==> config.mk <==
export PLATFORM = sky130hd
export DESIGN_NAME = length_prefixed_message_deframer
export DESIGN_NICKNAME = d
export VERILOG_FILES = /design/src/hw/rtl/lpmd_pkg.sv /design/src/hw/rtl/lpmd_frame_core.sv /design/src/hw/rtl/lpmd_skid.sv /design/src/hw/rtl/length_prefixed_message_deframer.sv
export SDC_FILE = /design/constraint.sdc
export NUM_CORES = 1
export LEC_CHECK = 0
export BUFFER_PORTS_ARGS = -buffer_cell sky130_fd_sc_hd__buf_2
export CAP_MARGIN = 20
export CORE_AREA = 10 10 112 114
export CTS_BUF_LIST = sky130_fd_sc_hd__clkbuf_16
export CTS_CLUSTER_SIZE = 10
export DETAILED_ROUTE_END_ITERATION = 10
export DIE_AREA = 0 0 122 124
export GPL_TIMING_DRIVEN = 0
export SYNTH_ARGS = -nofsm -noshare
export SYNTH_HDL_FRONTEND = slang
export SYNTH_SLANG_ARGS = --single-unit
==> constraint.sdc <==
create_clock -name clk_i -period 3.4 [get_ports clk_i]
set_clock_uncertainty 0.15 [all_clocks]
set_input_delay 0.34 -clock clk_i [delete_from_list [all_inputs] [get_ports clk_i]]
set_output_delay 0.34 -clock clk_i [all_outputs]
set_load 0.005 [all_outputs]
==> src/hw/rtl/lpmd_pkg.sv <==
`default_nettype none
// ----------------------------------------------------------------------------
// lpmd_pkg
// Shared types for the length-prefixed message deframer.
// ----------------------------------------------------------------------------
package lpmd_pkg;

  // One payload word as it leaves the block.
  typedef struct packed {
    logic [7:0] payload_byte;
    logic       first_of_message;
    logic       last_of_message;
  } lpmd_word_t;

endpackage
`default_nettype wire

==> src/hw/rtl/lpmd_frame_core.sv <==
`default_nettype none
// ----------------------------------------------------------------------------
// lpmd_frame_core
// Header parser and payload counter; one word per cycle while step_i is high, result is comb.
// ----------------------------------------------------------------------------
module lpmd_frame_core #(
  parameter int unsigned LENGTH_BITS = 32
) (
  input  wire logic               clk_i,
  input  wire logic               rst_ni,
  input  wire logic               step_i,
  input  wire logic               op_i,
  input  wire logic [7:0]         data_byte_i,
  output logic                    res_valid_o,
  output lpmd_pkg::lpmd_word_t    res_o
);
  import lpmd_pkg::*;

  localparam logic [2:0] PhShortHi = 3'd0;
  localparam logic [2:0] PhShortLo = 3'd1;
  localparam logic [2:0] PhExt0    = 3'd2;
  localparam logic [2:0] PhExt1    = 3'd3;
  localparam logic [2:0] PhExt2    = 3'd4;
  localparam logic [2:0] PhExt3    = 3'd5;
  localparam logic [2:0] PhPayload = 3'd6;

  localparam logic [32:0] MaxLen = (33'd1 << LENGTH_BITS) - 33'd1;

  logic [2:0]             phase_q, phase_d;
  logic [31:0]            gather_q, gather_d;
  logic [LENGTH_BITS-1:0] left_q, left_d;
  logic                   start_q, start_d;

  logic [15:0]            short_len;
  logic [31:0]            ext_len;
  logic [LENGTH_BITS-1:0] ext_sat;
  logic                   last;

  assign short_len = {gather_q[7:0], data_byte_i};
  assign ext_len   = {gather_q[23:0], data_byte_i};
  assign ext_sat   = ({1'b0, ext_len} > MaxLen) ? MaxLen[LENGTH_BITS-1:0]
                                                : ext_len[LENGTH_BITS-1:0];
  assign last      = (left_q <= LENGTH_BITS'(1));

  always_comb begin
    phase_d     = phase_q;
    gather_d    = gather_q;
    left_d      = left_q;
    start_d     = start_q;
    res_valid_o = 1'b0;
    res_o.payload_byte     = data_byte_i;
    res_o.first_of_message = start_q;
    res_o.last_of_message  = last;
    if (op_i) begin
      phase_d  = PhShortHi;
      gather_d = '0;
      left_d   = '0;
      start_d  = 1'b1;
    end else begin
      case (phase_q)
        PhShortLo: begin
          gather_d = '0;
          start_d  = 1'b1;
          if (short_len != 16'd0) begin
            left_d  = LENGTH_BITS'(short_len);
            phase_d = PhPayload;
          end else begin
            phase_d = PhExt0;
          end
        end
        PhExt0, PhExt1, PhExt2: begin
          gather_d = ext_len;
          phase_d  = phase_q + 3'd1;
        end
        PhExt3: begin
          gather_d = '0;
          start_d  = 1'b1;
          if (ext_len == 32'd0) begin
            left_d  = '0;
            phase_d = PhShortHi;
          end else begin
            left_d  = ext_sat;
            phase_d = PhPayload;
          end
        end
        PhPayload: begin
          res_valid_o = step_i;
          start_d     = 1'b0;
          if (last) begin
            phase_d  = PhShortHi;
            gather_d = '0;
            left_d   = '0;
            start_d  = 1'b1;
          end else begin
            left_d = left_q - LENGTH_BITS'(1);
          end
        end
        default: begin
          // short header first byte; unused code lands here too
          gather_d = {24'd0, data_byte_i};
          left_d   = '0;
          phase_d  = PhShortLo;
        end
      endcase
    end
  end

  always_ff @(posedge clk_i or negedge rst_ni) begin
    if (!rst_ni) begin
      phase_q  <= PhShortHi;
      gather_q <= '0;
      left_q   <= '0;
      start_q  <= 1'b1;
    end else if (step_i) begin
      phase_q  <= phase_d;
      gather_q <= gather_d;
      left_q   <= left_d;
      start_q  <= start_d;
    end
  end

endmodule
`default_nettype wire

==> src/hw/rtl/lpmd_skid.sv <==
`default_nettype none
// ----------------------------------------------------------------------------
// lpmd_skid
// Two-entry output buffer: output register plus skid register.
// ----------------------------------------------------------------------------
module lpmd_skid (
  input  wire logic                 clk_i,
  input  wire logic                 rst_ni,
  input  wire logic                 push_i,
  input  lpmd_pkg::lpmd_word_t      push_word_i,
  output logic                      space_o,
  output logic                      out_valid_o,
  input  wire logic                 out_ready_i,
  output lpmd_pkg::lpmd_word_t      out_word_o
);
  import lpmd_pkg::*;

  logic       out_vld_q, out_vld_d;
  logic       skd_vld_q, skd_vld_d;
  lpmd_word_t out_q, out_d;
  lpmd_word_t skd_q, skd_d;
  logic       pop;

  assign pop         = out_vld_q & out_ready_i;
  assign space_o     = ~skd_vld_q;
  assign out_valid_o = out_vld_q;
  assign out_word_o  = out_q;

  always_comb begin
    out_vld_d = out_vld_q;
    skd_vld_d = skd_vld_q;
    out_d     = out_q;
    skd_d     = skd_q;
    if (skd_vld_q) begin
      if (pop) begin
        out_d     = skd_q;
        skd_vld_d = 1'b0;
      end
    end else if (!out_vld_q || pop) begin
      out_vld_d = push_i;
      out_d     = push_word_i;
    end else if (push_i) begin
      skd_vld_d = 1'b1;
      skd_d     = push_word_i;
    end
  end

  always_ff @(posedge clk_i or negedge rst_ni) begin
    if (!rst_ni) begin
      out_vld_q <= 1'b0;
      skd_vld_q <= 1'b0;
    end else begin
      out_vld_q <= out_vld_d;
      skd_vld_q <= skd_vld_d;
    end
  end

  always_ff @(posedge clk_i) begin
    out_q <= out_d;
    skd_q <= skd_d;
  end

endmodule
`default_nettype wire

==> src/hw/rtl/length_prefixed_message_deframer.sv <==
`default_nettype none
// Payload words are registered in the output buffer; header words give no output word.
// Throughput: one input word per cycle while in_ready_o is high.
// The header parser and payload counter update once per accepted word.
// A two-entry output buffer holds one more payload word while the output stalls.
// Reset (rst_ni low, asynchronous): framing returns to the first header byte,
// and the output buffer empties.
// ----------------------------------------------------------------------------
// length_prefixed_message_deframer
// Splits a byte stream into messages with a 16-bit big-endian length,
// or a 32-bit one after a zero short length, and marks payload boundaries.
// ----------------------------------------------------------------------------
module length_prefixed_message_deframer #(
  parameter int unsigned LENGTH_BITS = 32  // message length width, 16..32
) (
  input  wire logic       clk_i,
  input  wire logic       rst_ni,
  // input words
  input  wire logic       in_valid_i,
  output logic            in_ready_o,
  input  wire logic       op_i,
  input  wire logic [7:0] data_byte_i,
  // output words
  output logic            out_valid_o,
  input  wire logic       out_ready_i,
  output logic [7:0]      payload_byte_o,
  output logic            first_of_message_o,
  output logic            last_of_message_o
);
  import lpmd_pkg::*;

  logic       step;       // input word accepted this cycle
  logic       res_valid;  // accepted word is a payload byte
  lpmd_word_t res_word;
  lpmd_word_t out_word;

  // Ready only depends on the skid entry being free, so a stalled output
  // still lets one more payload word in.
  assign step = in_valid_i & in_ready_o;

  lpmd_frame_core #(
    .LENGTH_BITS(LENGTH_BITS)
  ) u_core (
    .clk_i      (clk_i),
    .rst_ni     (rst_ni),
    .step_i     (step),
    .op_i       (op_i),
    .data_byte_i(data_byte_i),
    .res_valid_o(res_valid),
    .res_o      (res_word)
  );

  lpmd_skid u_skid (
    .clk_i      (clk_i),
    .rst_ni     (rst_ni),
    .push_i     (res_valid),
    .push_word_i(res_word),
    .space_o    (in_ready_o),
    .out_valid_o(out_valid_o),
    .out_ready_i(out_ready_i),
    .out_word_o (out_word)
  );

  assign payload_byte_o     = out_word.payload_byte;
  assign first_of_message_o = out_word.first_of_message;
  assign last_of_message_o  = out_word.last_of_message;

endmodule
`default_nettype wire
==> out/qor.csv, run 1 <==
stage,metric,value,unit
status,status,finished clean,
sta,Worst-Margin Slew,0.816,ns
worst_setup_path,RR Endpoint,u_core.left_q[3],
sta,max_slew headroom,45.4,%
logic_synthesis,yosys warns,0,
die,die span in x,122,µm
cts,number of buffers created by CTS,9,
sta,Tmin final,3.00,ns
logic_synthesis,Yosys top cell by area,dfrtp_1,
logic_synthesis,Synth Area per Inst,10.3,µm²
worst_hold_path,Hold Crit Depth,2,
global_route,GRT Total Usage,17.1,%
sta,Max Freq,333,MHz
cells_and_area,layout cells sized above 1,16.0,%
logic_synthesis,Post-Synth XOR/XNOR Area,0.763,%
sta,setup TNS,0,ns
die,Initial Utilization,44.9,%
power,Peak supply drop,0.465,mV
worst_setup_path,kind of critical path,flip-flop to flip-flop,
cts,htree depth,3,
sta,fin. max-slew vios,0,
global_route,Overflow after GRT,0,
logic_synthesis,post-synthesis cell type count,70,
worst_hold_path,hold endpoint,u_skid.skd_vld_q,
place,Port Buffers,23,
die,Die Span Y,124,µm
sta,"Hold Violations, Final",0,
detailed_routing,First DRT Iteration DRCs,344,
power,Comb power frac,47.7,%
cts,Resized Gates After CTS,0,
cts,root buffer cell,clkbuf_16,
logic_synthesis,synthesized cell area,4590,µm²
logic_synthesis,largest family of logic cells by synthesized area,simple AND/OR/NAND/NOR gates,
logic_synthesis,post-synthesis compound-gate area fraction,17.4,%
place,placed cell area,4890,µm²
cells_and_area,Final nets,502,
worst_setup_path,Worst Setup Start Kind,flip-flop,
worst_setup_path,Reg2Reg Setup Slack,0.40,ns
detailed_routing,vias per cell,6.15,
power,clock network power share,24.1,%
cells_and_area,final instance area,5230,µm²
cells_and_area,Area Overhead vs Synth,13.9,%
cts,Clock transition at path regs,0.07,ns
logic_synthesis,simple-gate share of the synthesized area,17.9,%
power,Cell Pwr Density,880,nW/µm²
cts,CTS tree,built,
power,Internal Power,2.52,mW
die,num rows,37,
logic_synthesis,Post-Syn Nets,466,
worst_setup_path,Worst EP required,3.46,ns
detailed_routing,Via Count,3829,
sta,Final period util,88.4,%
die,die footprint,15100,µm²
worst_setup_path,FF-to-FF path depth,6,
global_route,initial antenna violation count,0,
power,LEAKAGE,2.24,nW
cells_and_area,n_diodes,0,
power,sw frac,45.2,%
cells_and_area,"most common cell after layout, fill and taps aside",dfrtp_1,
detailed_routing,drt drc,0,
sta,final setup violation count,0,
worst_setup_path,critical path endpoint category,flip-flop,
die,# IOs,25,
worst_hold_path,hold path startpoint,out_ready_i,
logic_synthesis,post-synthesis sequential area ratio,46.9,%
detailed_routing,router iterations before antenna repair,5,
logic_synthesis,"top cells by area, synth","dfrtp_1 33%, edfxtp_1 13%, mux2i_1 5.9%, nand2_1 4.3%, inv_1 3.2%",
power,sequential power share,28.2,%
worst_setup_path,"critical path fanouts, max",10,
logic_synthesis,fraction of the mapped netlist area in adder cells,1.91,%
worst_setup_path,reg-to-reg startpoint,u_core.left_q[6],
logic_synthesis,mux cell area share after synthesis,8.59,%
detailed_routing,DRT antenna net count,0,
global_route,first-pass GRT wire length,20400,µm
logic_synthesis,Yosys top cell area share,33.3,%
place,routability cong.,0.907,
cts,Skew-Pair Late Insertion Delay,0.34,ns
logic_synthesis,post-synthesis sequential element count,82,
global_route,largest net degree at the start of global routing,63,
sta,final setup margin,0.395,ns
cts,clock sink total,82,
sta,RSZ-0062 raised after global routing,no,
place,pre-CTS setup slack,0.498,ns
logic_synthesis,ys async rst share,75.6,%
detailed_routing,WL/cell,20.6,µm
logic_synthesis,Gate Count Post-Synth,446,
worst_hold_path,Hold WC Path Type,primary input to flip-flop,
detailed_routing,final WL,12900,µm
place,hpwl dp,9040,µm
power,switching power,2.08,mW
cells_and_area,most frequent cells in the layout,"61 x dfrtp_1, 52 x nand2_1, 39 x inv_1",
cts,clk buf depth,2,
global_route,vias in the first global route,3715,
worst_setup_path,arrival time worst endpoint,3.06,ns
die,Core Area,10200,µm²
flow_run,Max Cap Viol,0,
logic_synthesis,"EDFF count, synth",20,
logic_synthesis,Synth Flop Type,dfrtp_1,
-- what timing repair did --
action / CTS / global route
hold buffers: 1 / 0
setup buffers: 0 / 0
endpoints found under the hold margin: 49 / 0
-- area by class of cell --
class	instances	area [µm²]
timing repair buffer	25	133
inverter	40	150
clock inverter	7	106
fill	965	5000
tap	136	170
sequential	82	2150
buffer	23	149
clock buffer	9	225
multi-input combinational	301	2140
-- Yosys cell counts (all sizes together) (2+ instances only) --
cell     number
o41ai         2
o311ai        2
clkbuf       10
and2          5
edfxtp       20
ha            7
nand3         4
buf          13
a21oi         9
nor2         13
nand4        10
nand2        52
inv          40
o21a          2
and4          3
o21ai        25
a21o          2
o31ai         4
a221o         4
a22oi        12
a32oi         8
mux2i        27
o211ai        5
nand2b        3
a32o          3
dfrtp        61
nor4         22
a31oi         6
a211oi        2
or3           8
xnor2         3
o221ai        2
mux2         11
a2111oi       2
nor3          9
nor3b         3
o2111ai       3
o31a          4
or4           7
nor4b         2
-- worst max-delay path, stage by stage (launching register included) --
cell,delay [ns]
dfrtp_1,0.44
nor4_2,0.57
nor4b_2,0.68
nand4_4,0.28
nand2_1,0.31
buf_2,0.30
o21ai_0,0.14
-- logic make-up after synthesis --
family	count (synthesis)
adder cells (fa/ha/maj)	7
buffers and inverters	63
AO/OA/AOI/OAI	109
flip-flops	82
AND/OR/NAND/NOR	143
XOR/XNOR	4
multiplexers	38
-- sequential cells by signal (all words and copies together), names as in the netlist --
| name | cells |
|---|---|
| u_skid.skd_q | 10 |
| u_skid.skd_vld_q | 1 |
| u_core.start_q | 1 |
| u_skid.out_valid_o | 1 |
| u_core.phase_q | 3 |
| u_skid.out_word_o | 10 |
| u_core.left_q | 32 |
| u_core.gather_q | 24 |
-- through the flow --
stage	cells	power (mW)	utilization [%]	hold WS (ns)
floorplan	446	2.79	-	-0.106
global placement	605	3.43	47.6	0.364
detailed placement	606	3.44	47.8	0.348
CTS	623	4.55	51.1	0.0711
global route	623	4.84	51.1	0.0844
finish	623	4.60	51.1	0.0804
-- metal layers --
layer | vias up | global-route usage, % | share of wire [%]
li1 | 1764 | - | -
met1 | 1925 | 23.7 | 45
met2 | 122 | 26.8 | 47
met3 | 18 | 3.12 | 5.8
met4 | 0 | 5.07 | 1.2
met5 | - | 0 | 0
-- how the worst max path moves through the flow --
stage | to | start | slack, ns
2_1_floorplan | u_skid.skd_q[0] | u_skid.skd_vld_q | 0.99
3_3_place_gp | u_skid.skd_q[6] | u_skid.skd_vld_q | 0.43
3_5_place_dp | u_core.left_q[8] | u_core.left_q[6] | 0.50
4_1_cts | u_core.left_q[25] | u_core.left_q[6] | 0.47
5_1_grt | u_core.left_q[28] | u_core.left_q[6] | 0.26
6_report | u_core.left_q[3] | u_core.left_q[6] | 0.40
-- power by group through the flow --
stage	registers [mW]	logic [mW]	clock network, mW
finish	1.30	2.19	1.11
global placement	1.31	2.12	0
CTS	1.29	2.13	1.12
detailed placement	1.31	2.13	0
global route	1.31	2.36	1.16
floorplan	1.26	1.53	0
(Power assumes the default switching activity.)
==> run 2: changes to the inputs <==
- HOLD_SLACK_MARGIN: default -> 0.15
==> run 2 against run 1 <==
Compared with the run above:
- sequential power about the same
- cell count rose by 1.3%
- worst hold slack better by 0.071 ns
- critical path depth increased by 2
- die area unchanged
- register-to-register slack better by 0.02 ns
- sequential share of layout area fell by 0.62 points
- global-route usage up 0.083 points
- setup slack worse by 0.11 ns
- critical path type is now primary input to flip-flop
- critical endpoint unchanged
- combinational power about the same
==> out/qor.csv, run 2 (synthesis results as in run 1) <==
stage,metric,value,unit
place,placed instance count,606,
flow_run,Max Cap Viol,0,
place,pre-CTS setup slack,0.498,ns
sta,"Hold Violations, Final",0,
worst_setup_path,reg-to-reg startpoint,u_core.left_q[6],
power,"Power, Total",4.61,mW
worst_setup_path,"critical path fanouts, max",10,
sta,RSZ-0062 raised after global routing,no,
detailed_routing,Via Count,3848,
sta,max_slew headroom,45.0,%
die,die footprint,15100,µm²
worst_hold_path,Hold WC Path Type,primary input to flip-flop,
global_route,GR Util met1,23.6,%
cells_and_area,Final nets,510,
cts,number of buffers created by CTS,9,
cells_and_area,layout cells sized above 1,15.8,%
sta,Final period util,91.6,%
worst_setup_path,Worst Setup Start Kind,primary input,
status,status,finished clean,
sta,final setup violation count,0,
cts,Skew-Pair Late Insertion Delay,0.34,ns
global_route,initial antenna violation count,0,
sta,Hold Slack,0.151,ns
global_route,grt met2 use,26.7,%
global_route,met3 usage in global routing,3.26,%
place,hpwl dp,9040,µm
detailed_routing,drt drc,0,
global_route,vias in the first global route,3774,
cells_and_area,"most common cell after layout, fill and taps aside",dfrtp_1,
worst_setup_path,critical path endpoint category,flip-flop,
power,LEAKAGE,2.28,nW
detailed_routing,final WL,13000,µm
cts,clock sink total,82,
detailed_routing,First DRT Iteration DRCs,356,
detailed_routing,vias per cell,6.10,
cells_and_area,n_diodes,0,
cts,setup bufs post-CTS,0,
cells_and_area,Biggest register,u_core.left_q,
sta,final setup margin,0.287,ns
die,Initial Utilization,44.9,%
global_route,first-pass GRT wire length,20500,µm
die,die span in x,122,µm
die,Core Area,10200,µm²
detailed_routing,router iterations before antenna repair,6,
detailed_routing,DRT antenna net count,0,
place,routability cong.,0.907,
place,Port Buffers,23,
cts,root buffer cell,clkbuf_16,
cells_and_area,Area Overhead vs Synth,15.7,%
worst_setup_path,kind of critical path,primary input to flip-flop,
global_route,GRT Total Usage,17.2,%
sta,Max Freq,321,MHz
global_route,most used routing layer,met2,
sta,setup TNS,0,ns
cts,clk buf depth,2,
cells_and_area,Layout Cells excl Fill,631,
sta,Tmin final,3.11,ns
cts,Clock transition at path regs,0.07,ns
die,num rows,37,
worst_hold_path,hold path startpoint,in_valid_i,
cts,CTS tree,built,
sta,fin. max-slew vios,0,
cells_and_area,largest registers,"u_core.left_q (32), u_core.gather_q (24)",
worst_setup_path,arrival time worst endpoint,3.21,ns
global_route,largest net degree at the start of global routing,63,
worst_setup_path,CP Launch Point,data_byte_i[6],
power,Cell Pwr Density,868,nW/µm²
worst_setup_path,Worst EP required,3.50,ns
detailed_routing,WL/cell,20.6,µm
cts,htree depth,3,
global_route,Overflow after GRT,0,
die,Die Span Y,124,µm
cells_and_area,most frequent cells in the layout,"61 x dfrtp_1, 52 x nand2_1, 39 x inv_1",
die,# IOs,25,
power,Peak supply drop,0.463,mV
cells_and_area,max reg flops,32,
sta,Worst-Margin Slew,0.822,ns
run 2: cell count changes in the layout (fill, tap and decap cells not counted):
| cell | previous run | this run |
|---|---|---|
| dlygate4sd3_1 | 1 | 9 |
run 2: per-layer routing:
layer  wire length, µm  vias to the layer above  share of wire (%)
met3               878                       24                6.8
li1                  -                     1776                  -
met1              5850                     1904                 45
met2              6020                      144                 46
met5                 0                        -                  0
met4               229                        0                1.8
run 2: critical path: stages:
cell	delay [ns]
dlygate4sd3_1	0.54
buf_2	0.17
nor4_1	0.27
nand4_1	0.44
o311ai_2	0.81
buf_2	0.39
a22oi_1	0.13
o21ai_0	0.11
run 2: layout make-up:
class                   instances  area [µm²]
multi-input cells             301        2140
clock inverters                 7         106
inverters                      40         150
plain buffers                  23         149
clock buffers                   9         225
repair buffers                 33         213
fillers                       957        4920
flip-flops and latches         82        2150
well taps                     136         170
run 2: final timing paths:
check / end / slack [ns] / cells past startpoint
min in group asynchronous: u_core.left_q[2] / 0.50 / 2
max in group asynchronous: u_core.left_q[21] / 2.08 / 2
worst min-delay path: u_skid.skd_vld_q / 0.15 / 3
worst min register to register: u_skid.out_word_o[0] / 0.37 / 2
worst max register to register: u_core.left_q[25] / 0.42 / 6
worst max-delay path: u_core.left_q[3] / 0.29 / 8
run 2: stage by stage:
step                      cell area [µm²]  utilization (%)
final                                5310             51.9
after global routing                 5310             51.9
after CTS                            5310             51.9
after detailed placement             4890             47.8
after global placement               4870             47.6
after floorplan                      4590                -
run 2: timing repair:
action	in CTS	in global routing
endpoints found under the hold margin	73	0
gates resized for setup	0	0
hold buffers	9	0
run 2: power by group:
part / internal [mW] / total, mW / switching [mW]
logic: 0.724 / 2.20 / 1.48
clock network: 0.659 / 1.11 / 0.450
registers: 1.14 / 1.30 / 0.153
==> run 3: changes to the inputs <==
- RECOVER_POWER: default -> 25
==> run 3 against run 2 <==
Compared with the run above:
- the run now ends with max-capacitance violations, max-slew violations left
- wire length rose by 0.36%
- total power rose by 0.16%
- maximum frequency fell by 1.3%
- critical path depth did not move
- utilization fell by 0.24 points
- via count rose by 0.68%
- global-route usage did not move
- register-to-register slack barely moved
- cell count did not move
- critical endpoint unchanged
- largest power group unchanged
==> out/qor.csv, run 3 (synthesis results as in run 1) <==
stage,metric,value,unit
cells_and_area,Biggest register,u_core.left_q,
power,"Power, Total",4.62,mW
cts,Clock transition at path regs,0.07,ns
worst_setup_path,reg-to-reg startpoint,u_core.left_q[6],
cts,CTS tree,built,
worst_setup_path,FF-to-FF path depth,6,
power,clock network power share,24.1,%
cts,clock sink total,82,
global_route,largest net degree at the start of global routing,63,
sta,final setup violation count,0,
worst_setup_path,CP cell instances,dlygate4sd3_1 -> clkbuf_1 -> nor4_1 -> nand4_1 -> o311ai_2 -> buf_2 -> a22oi_1 -> o21ai_0,
die,Die Span Y,124,µm
worst_hold_path,hold path startpoint,in_valid_i,
worst_setup_path,critical path endpoint category,flip-flop,
place,placed instance count,606,
cells_and_area,post-layout util,51.6,%
cells_and_area,n_diodes,0,
worst_setup_path,RR Endpoint,u_core.left_q[3],
detailed_routing,drt drc,0,
cts,htree depth,3,
sta,fin. max-slew vios,63,
cells_and_area,Layout Cells excl Fill,631,
sta,Final period util,92.7,%
detailed_routing,DRT antenna net count,0,
worst_setup_path,Worst EP required,3.50,ns
power,switching power,2.10,mW
worst_setup_path,CP Launch Point,data_byte_i[6],
cts,clk buf depth,2,
worst_setup_path,Reg2Reg Setup Slack,0.42,ns
status,status,"complete, but fails checks",
worst_hold_path,Hold WC Path Type,primary input to flip-flop,
sta,"Hold Violations, Final",0,
place,routability cong.,0.907,
sta,Hold Slack,0.148,ns
detailed_routing,router iterations before antenna repair,6,
worst_setup_path,arrival time worst endpoint,3.25,ns
cells_and_area,largest registers,"u_core.left_q (32), u_core.gather_q (24)",
global_route,Overflow after GRT,0,
cts,Skew-Pair Late Insertion Delay,0.35,ns
cells_and_area,Area Overhead vs Synth,15.1,%
cells_and_area,max reg flops,32,
die,num rows,37,
worst_setup_path,kind of critical path,primary input to flip-flop,
cts,root buffer cell,clkbuf_16,
worst_setup_path,crit path capture,u_core.left_q[3],
worst_setup_path,crit-path max cell delay,0.78,ns
cts,number of buffers created by CTS,9,
power,Cell Pwr Density,874,nW/µm²
flow_run,Max Cap Viol,1,
die,Core Area,10200,µm²
sta,Max Freq,317,MHz
sta,setup TNS,0,ns
power,Peak supply drop,0.468,mV
power,sw frac,45.4,%
sta,RSZ-0062 raised after global routing,no,
worst_setup_path,"critical path fanouts, max",10,
power,Comb power frac,47.8,%
worst_setup_path,Worst Setup Start Kind,primary input,
cells_and_area,"most common cell after layout, fill and taps aside",dfrtp_1,
detailed_routing,final WL,13000,µm
detailed_routing,First DRT Iteration DRCs,314,
status,failing checks,"max-capacitance violations, max-slew violations",
die,die footprint,15100,µm²
detailed_routing,WL/cell,20.7,µm
die,die span in x,122,µm
die,# IOs,25,
global_route,vias in the first global route,3774,
worst_setup_path,Crit-path slowest cell,o311ai_2,
place,Port Buffers,23,
power,LEAKAGE,2.23,nW
cells_and_area,layout cells sized above 1,11.9,%
die,Initial Utilization,44.9,%
global_route,first-pass GRT wire length,20500,µm
sta,max_slew headroom,-7.01,%
place,hpwl dp,9040,µm
global_route,GRT Total Usage,17.2,%
cts,setup bufs post-CTS,0,
global_route,initial antenna violation count,0,
cells_and_area,most frequent cells in the layout,"61 x dfrtp_1, 52 x nand2_1, 39 x inv_1",
sta,Tmin final,3.15,ns
power,Internal Power,2.52,mW
cells_and_area,Final nets,510,
detailed_routing,vias per cell,6.14,
sta,Worst-Margin Slew,1.61,ns
cts,Resized Gates After CTS,0,
detailed_routing,Via Count,3874,
power,sequential power share,28.1,%
-- run 3: timing repair --
action | in CTS | in global routing
endpoints found under the setup margin | 0 | 0
hold endpoints to repair | 73 | 0
hold buffers | 9 | 0
-- run 3: metrics by stage --
step | worst slack [ns] | instance area, µm²
floorplan | 0.993 | 4590
global placement | 0.427 | 4870
detailed placement | 0.498 | 4890
CTS | 0.410 | 5310
global route | 0.130 | 5280
finish | 0.247 | 5280
-- run 3: metal layers --
metal	GRT usage, %	wire length [µm]	vias up
li1	-	-	1779
met3	3.26	849	28
met2	26.7	6070	142
met5	0	0	-
met4	5.59	275	0
met1	23.6	5830	1925
-- run 3: layout make-up --
class	instances	area (µm²)
Sequential cell	82	2150
Clock buffer	9	225
Buffer	23	149
Tap cell	136	170
Timing Repair Buffer	33	188
Fill cell	964	4950
Multi-Input combinational cell	301	2140
Inverter	40	150
Clock inverter	7	106
-- run 3: power groups by stage --
stage / logic (mW) / clock network [mW] / registers (mW)
3_5_place_dp: 2.13 / 0 / 1.31
2_1_floorplan: 1.53 / 0 / 1.26
4_1_cts: 2.14 / 1.12 / 1.29
3_3_place_gp: 2.12 / 0 / 1.31
5_1_grt: 2.36 / 1.16 / 1.31
6_report: 2.21 / 1.11 / 1.30
-- run 3: critical path: cells and delay by family --
kind	cells	cell delay (ns)
buf+inv	3	1.13
compound gates	3	1.02
simple gates	2	0.75
-- run 3: worst min-delay path by stage --
stage / end / slack, ns / depth (start not counted)
2_1_floorplan: u_core.gather_q[0] / -0.11 / 0
6_report: u_skid.skd_vld_q / 0.15 / 3
4_1_cts: u_skid.skd_vld_q / 0.15 / 3
5_1_grt: u_skid.skd_vld_q / 0.22 / 3
3_3_place_gp: u_core.left_q[25] / 0.36 / 2
3_5_place_dp: u_core.left_q[11] / 0.35 / 1
